`src/rtl/core/hrac_pkg.sv`:
```
// Shared constants and types for the hexagon right-angle check.
`default_nettype none

package hrac_pkg;

  // Default coordinate width in bits
  localparam int COORD_BITS_DEF = 12;

  // Vertices and corners of the polygon
  localparam int NUM_VERTS = 6;

  // Register stages from input beat to output register
  localparam int PIPE_DEPTH = 7;

  // Load enables for the per-corner stages
  typedef struct packed {
    logic s4;
    logic s5;
    logic s6;
    logic s7;
  } hrac_ld_t;

endpackage

`default_nettype wire

```
`src/rtl/core/hrac_corner.sv`:
```
// Per-corner cosine test: scaled dot square against product of squared edge lengths.
`default_nettype none

module hrac_corner #(
  parameter int COORD_BITS = hrac_pkg::COORD_BITS_DEF
) (
  input  wire                      clk,
  input  wire hrac_pkg::hrac_ld_t  ld,
  input  wire signed [2*COORD_BITS+2:0] dot,
  input  wire [2*COORD_BITS+1:0]   len_prev,
  input  wire [2*COORD_BITS+1:0]   len_cur,
  output logic                     pass
);

  localparam int SW  = 2 * COORD_BITS + 2;   // squared length, |dot|
  localparam int DW  = SW + 1;               // signed dot
  localparam int AW  = SW + 3;               // 5 * |dot|
  localparam int ALO = AW / 2;
  localparam int AHI = AW - ALO;
  localparam int RLO = SW / 2;
  localparam int RHI = SW - RLO;
  localparam int PL  = 2 * AW;
  localparam int PR  = 2 * SW;

  logic [SW-1:0]      dot_abs;
  logic [AW-1:0]      a5_next;
  logic [AW-1:0]      a5;
  logic [SW-1:0]      lp4;
  logic [SW-1:0]      lc4;
  logic [AW+ALO-1:0]  pl_lo;
  logic [AW+AHI-1:0]  pl_hi;
  logic [SW+RLO-1:0]  pr_lo;
  logic [SW+RHI-1:0]  pr_hi;
  logic [PL-1:0]      lhs;
  logic [PR-1:0]      rhs;

  // Magnitude of the dot product, scaled by five
  assign dot_abs = SW'(dot[DW-1] ? (~dot + DW'(1)) : dot);
  assign a5_next = (AW'(dot_abs) << 2) + AW'(dot_abs);

  // Stage 4: hold scaled magnitude and both lengths
  always_ff @(posedge clk) begin
    if (ld.s4) begin
      a5  <= a5_next;
      lp4 <= len_prev;
      lc4 <= len_cur;
    end
  end

  // Stage 5: split each product into two narrower partial products
  always_ff @(posedge clk) begin
    if (ld.s5) begin
      pl_lo <= (AW+ALO)'(a5) * (AW+ALO)'(a5[ALO-1:0]);
      pl_hi <= (AW+AHI)'(a5) * (AW+AHI)'(a5[AW-1:ALO]);
      pr_lo <= (SW+RLO)'(lp4) * (SW+RLO)'(lc4[RLO-1:0]);
      pr_hi <= (SW+RHI)'(lp4) * (SW+RHI)'(lc4[SW-1:RLO]);
    end
  end

  // Stage 6: recombine the partial products
  always_ff @(posedge clk) begin
    if (ld.s6) begin
      lhs <= (PL'(pl_hi) << ALO) + PL'(pl_lo);
      rhs <= (PR'(pr_hi) << RLO) + PR'(pr_lo);
    end
  end

  // Stage 7: pass when 25*dot^2 does not exceed |u|^2*|v|^2
  always_ff @(posedge clk) begin
    if (ld.s7) begin
      pass <= (lhs <= PL'(rhs));
    end
  end

endmodule

`default_nettype wire

```
`config.mk`:
```
export PLATFORM = sky130hd
export DESIGN_NAME = hrac_corner
export DESIGN_NICKNAME = d
export VERILOG_FILES = /design/src/rtl/core/hrac_pkg.sv /design/src/rtl/core/hrac_corner.sv
export SDC_FILE = /design/constraint.sdc
export NUM_CORES = 2
export LEC_CHECK = 0
export ABC_AREA = 1
export ABC_CLOCK_PERIOD_IN_PS = 11400
export BUFFER_PORTS_ARGS = -buffer_cell sky130_fd_sc_hd__buf_2
export CORE_MARGIN = 4
export CORE_UTILIZATION = 35
export DETAILED_ROUTE_END_ITERATION = 8
export HOLD_SLACK_MARGIN = 0.03
export PLACE_DENSITY = 0.57
export SETUP_SLACK_MARGIN = 0.15
export SYNTH_ARGS = -nofsm -noshare
export SYNTH_HDL_FRONTEND = slang
export SYNTH_SLANG_ARGS = --single-unit
```
`constraint.sdc`:
```
create_clock -name clk -period 11.4 [get_ports clk]
set_input_delay 1.14 -clock clk [delete_from_list [all_inputs] [get_ports clk]]
set_output_delay 1.14 -clock clk [all_outputs]
set_load 0.05 [all_outputs]
```
# Word level (Yosys, flattened, before mapping)
# Cells that the tools add are included.
[classes]
add_sub_neg = 4
n_mul = 4
div_mod_pow = 0
n_lt_le_gt_ge = 1
eq_ne = 0
shifts = 0
n_mux = 1
n_bitwise = 1
n_reduce_logical = 0
[op_table]
columns = ["operator", "count"]
rows = [
  ["26-bit by 13-bit multiplier with 39-bit output", 2],
  ["58-bit by 43-bit adder with 58-bit output", 1],
  ["58-bit by 52-bit less-or-equal comparator with 1-bit output", 1],
  ["52-bit by 39-bit adder with 52-bit output", 1],
  ["29-bit by 15-bit multiplier with 44-bit output", 1],
  ["29-bit by 14-bit multiplier with 43-bit output", 1],
  ["28-bit by 26-bit adder with 29-bit output", 1],
  ["26-bit by 2-bit adder with 26-bit output (second input constant)", 1],
  ["26-bit two-way mux", 1],
  ["26-bit inverter", 1],
]
[word_totals]
register_bits = 357
latchBits = 0
ram_bits = 0
romBits = 0
input_bits = 84
wordCells = 21
mem_count = 0

# Longest topological paths before layout
[logic_depth]
ltp_word = 4
mapped_depth = 29
ltp_nobuf = 27

# Least setup slack after synthesis
# No wires, ideal clock.
[synth_path]
path_type = "reg-to-reg"
from = "register a5[14]"
to = "register pl_hi[41], data pin"
setup_time_ns = 0.252
arrival_time_ns = 5.484
t_required_ns = 11.148
path_slack_ns = 5.664
path_stages_with_launch = 26
n_path_buf = 2
synth_period_minus_slack_ns = 5.736
path_cell_list = "edfxtp_1 clkbuf_1 buf_1 nand2_1 fa_1 fa_1 inv_1 fa_1 inv_1 fa_1 inv_1 fa_1 inv_1 fa_1 inv_1 ha_1 a21oi_1 nor2_1 nor2_1 o21ai_0 nand2_1 nand3b_1 nand2_1 nand2_1 nand2_1 nand2_1"
[synth_between]
elab_chain_len = 1
[synth_lines]
columns = ["element", "line", "source"]
rows = [
  ["start: declaration", "hrac_corner.sv:27", "logic [AW-1:0] a5;"],
  ["start signal: assignment", "hrac_corner.sv:44", "a5 <= a5_next;"],
  ["29-bit by 15-bit multiplier with 44-bit output", "hrac_corner.sv:54", "pl_hi <= (AW+AHI)'(a5) * (AW+AHI)'(a5[AW-1:ALO]);"],
  ["end signal: assignment", "hrac_corner.sv:54", ""],
  ["end: declaration", "hrac_corner.sv:31", "logic [AW+AHI-1:0] pl_hi;"],
]
# No other way between the ends.
# A chain may end at the register's enable or synchronous reset.

# Worst setup path after layout
[layout_path]
from = "register a5[13]"
to = "register pl_lo[29], data pin"
[layout_between]
elab_chain_len = 1
[layout_lines]
columns = ["element", "line", "source"]
rows = [
  ["29-bit by 14-bit multiplier with 43-bit output", "hrac_corner.sv:53", "pl_lo <= (AW+ALO)'(a5) * (AW+ALO)'(a5[ALO-1:0]);"],
  ["end signal: assignment", "hrac_corner.sv:53", ""],
  ["end: declaration", "hrac_corner.sv:30", "logic [AW+ALO-1:0] pl_lo;"],
]
# No other way between the ends.

==> metrics.md <==
| Metric | Value |
|---|---|
| Cells after Synth | 8,066 |
| Initial drt markers | 3,473 |
| Drt total wl | 192,000 um |
| Max-slew headroom | 0.211 |
| Final Setup Violations | 0 |
| Pre-antenna DRT Iters | 6 |
| Gpl congestion | 0.932 |
| CP delay by family, top | adder cells |
| CTS tree | yes |
| Largest net degree at the start of global routing | 83 |
| Count leader, synth | inv_1 |
| Biggest area consumer among synthesized cells | fa_1 |
| Slew of the pin with the lowest slew margin | 1180 ps |
| Crit-path max FO | 20 |
| CORE AREA | 186,000 um^2 |
| Slew Viols, Final | 0 |
| Post-CTS setup buffer count | 0 |
| Most frequent CP cell | fa_1 |
| Fin crit period | 6570 ps |
| Share of layout cells above drive strength 1 | 0.0424 |
| WL/cell | 18.2 um |
| Worst skew pair latency | 660 ps |
| TNS Setup | 0 ps |
| FILL cells | 19,083 |
| Syn_nets | 9,802 |
| HP Class | reg -> reg |
| Flop and latch count out of synthesis | 355 |
| DRC violations left | 0 |
| Die Wd | 441 um |
| Startpoint Class | flop |
| Worst Hold Slack | 402 ps |
| Ranking of synthesized cells by area | fa_1 (34%), edfxtp_1 (16%), inv_1 (12%) |
| Die H | 441 um |
| Clock skew | 36.3 ps |
| Vias in the first global route | 54,045 |
| Mean number of vias per cell | 4.83 |
| Grt ovf | 0 |
| Post-synth EDFFs | 355 |
| Slowest-stage cell, CP | edfxtp_1 |
| Initial antenna violation count | 3 |
| Critical Path RT | 11,820 ps |
| Clk root buf | clkbuf_16 |
| Routed Antenna Nets | 0 |
| Synth Flop Type | edfxtp_1 |
| Initial core utilization | 0.353 |
| Clock sink total | 355 |
| Seq/Total Area, Yosys | 0.162 |
| Register area | 10,700 um^2 |
| CP Buf/Inv Count | 4 |
| Netlist cell types | 45 |
| PortBufs | 84 |
| Worst-path clk slew | 60 ps |
| Worst path arrival time | 6990 ps |
| FP Rows | 158 |
| DP Wirelength | 159,000 um |
| Die Area | 195,000 um^2 |
| Area of the multi-input gates | 46,300 um^2 |
| Syn_area_per_cell | 8.14 um^2 |
| Fmax | 152 MHz |
| Status | finished clean |
| Max-Cap Viols | 0 |
| Crit Path Category | reg -> reg |
| Crit-path max cell delay | 590 ps |
| # hold bufs at CTS | 0 |
| YS warnings | 0 |
| Nets | 9,770 |
| IO Pins | 85 |
| Post-CTS sizing | 0 |
| First-pass GRT wire length | 309,000 um |
| Commonest cells in the netlist | inv_1 (2,071), nand2_1 (2,008), fa_1 (1,122) |
| Yosys top cell area share | 0.342 |
| GRT Total Usage | 0.202 |
| CP cell instances | buf_4, nand2_1, xor2_1, ha_1, a21oi_1, fa_1, inv_1, fa_1, fa_1, fa_1, inv_1, fa_1, inv_1, ha_1, a21oi_1, o21ai_0, a21oi_1, nor2_1, nor2_1, nand2_1, nand2_1, nand2_1 |
| CP Capture Type | flop |
| Period utilization | 0.577 |
| Ys async rst share | 0 |
| Post-Syn Area | 65,600 um^2 |
| Num CTS Buffers | 46 |
| Unrepaired setup endpoints after global routing | false |
| Vias | 50,931 |
| H-tree depth | 2 |
| Clock Tree Buf Depth | 3 |
| Area added between synthesis and finish | 7.20% |
| Hold Vio Cnt, Final | 0 |
==> cell usage in the layout (no fill, tap or decap), types with 83 or more instances in the layout <==
cell / instances
buf_4: 83
a21oi_1: 316
fa_1: 1122
nand3_1: 200
o21ai_0: 171
ha_1: 530
inv_1: 2071
xor2_1: 171
nor2_1: 435
nand2_1: 2008
edfxtp_1: 355
==> through the flow <==
step | instances | setup slack (ps) | area [um^2] | utilization
CTS | 10552 | 4920 | 70300 | 0.378
finish | 10555 | 4830 | 70400 | 0.378
floorplan | 8066 | 5660 | 65600 | -
global placement | 10466 | 4890 | 68900 | 0.370
global route | 10552 | 4550 | 70300 | 0.378
detailed placement | 10466 | 4950 | 68900 | 0.370
==> registers in the layout, indices dropped and copies added, names as in the netlist <==
name and cells:
pr_lo 39, lp4 26, lc4 26, rhs 52, pr_hi 39, pass 1
pl_lo 42, lhs 57, pl_hi 44, a5 29
==> final cells by class <==
| cell class | instances | share of cell area |
|---|---|---|
| Multi-Input combinational cell | 5389 | 0.657 |
| Clock buffer | 55 | 0.0168 |
| Antenna cell | 3 | 0.000107 |
| Inverter | 2077 | 0.111 |
| Tap cell | 2480 | 0.0441 |
| Sequential cell | 355 | 0.152 |
| Timing Repair Buffer | 165 | 0.0148 |
| Clock inverter | 31 | 0.00443 |
==> path summary, 6_finish.rpt <==
check	from	endpoint	slack, ps	cells after the start
worst min-delay path	pr_lo[6]$_DFFE_PP_	rhs[6]$_DFFE_PP_	400	0
worst max register to register	a5[13]$_DFFE_PP_	pl_lo[29]$_DFFE_PP_	4830	22
worst min register to register	pr_lo[6]$_DFFE_PP_	rhs[6]$_DFFE_PP_	400	0
worst max-delay path	a5[13]$_DFFE_PP_	pl_lo[29]$_DFFE_PP_	4830	22
==> kinds of logic (layout without fill, tap and decap cells) <==
family	Yosys count	count (layout)	share of synthesized area
compound gates	636	636	0.0540
fa+ha+maj	1652	1652	0.443
simple gates	2876	2876	0.177
other cells	0	3	0
buf+inv	2322	2328	0.133
xor+xnor	225	225	0.0300
flops	355	355	0.162
==> routing by layer <==
layer	vias to the layer above	GRT usage	part of all wire
met5	-	0	0
met4	0	0.0442	0.022
met3	228	0.0203	0.053
met2	1457	0.336	0.47
met1	25274	0.286	0.46
li1	23972	-	-
Power is left out: the tool's default activity adds up to more than one toggle a clock period on the data nets, which glitch-free logic cannot reach.
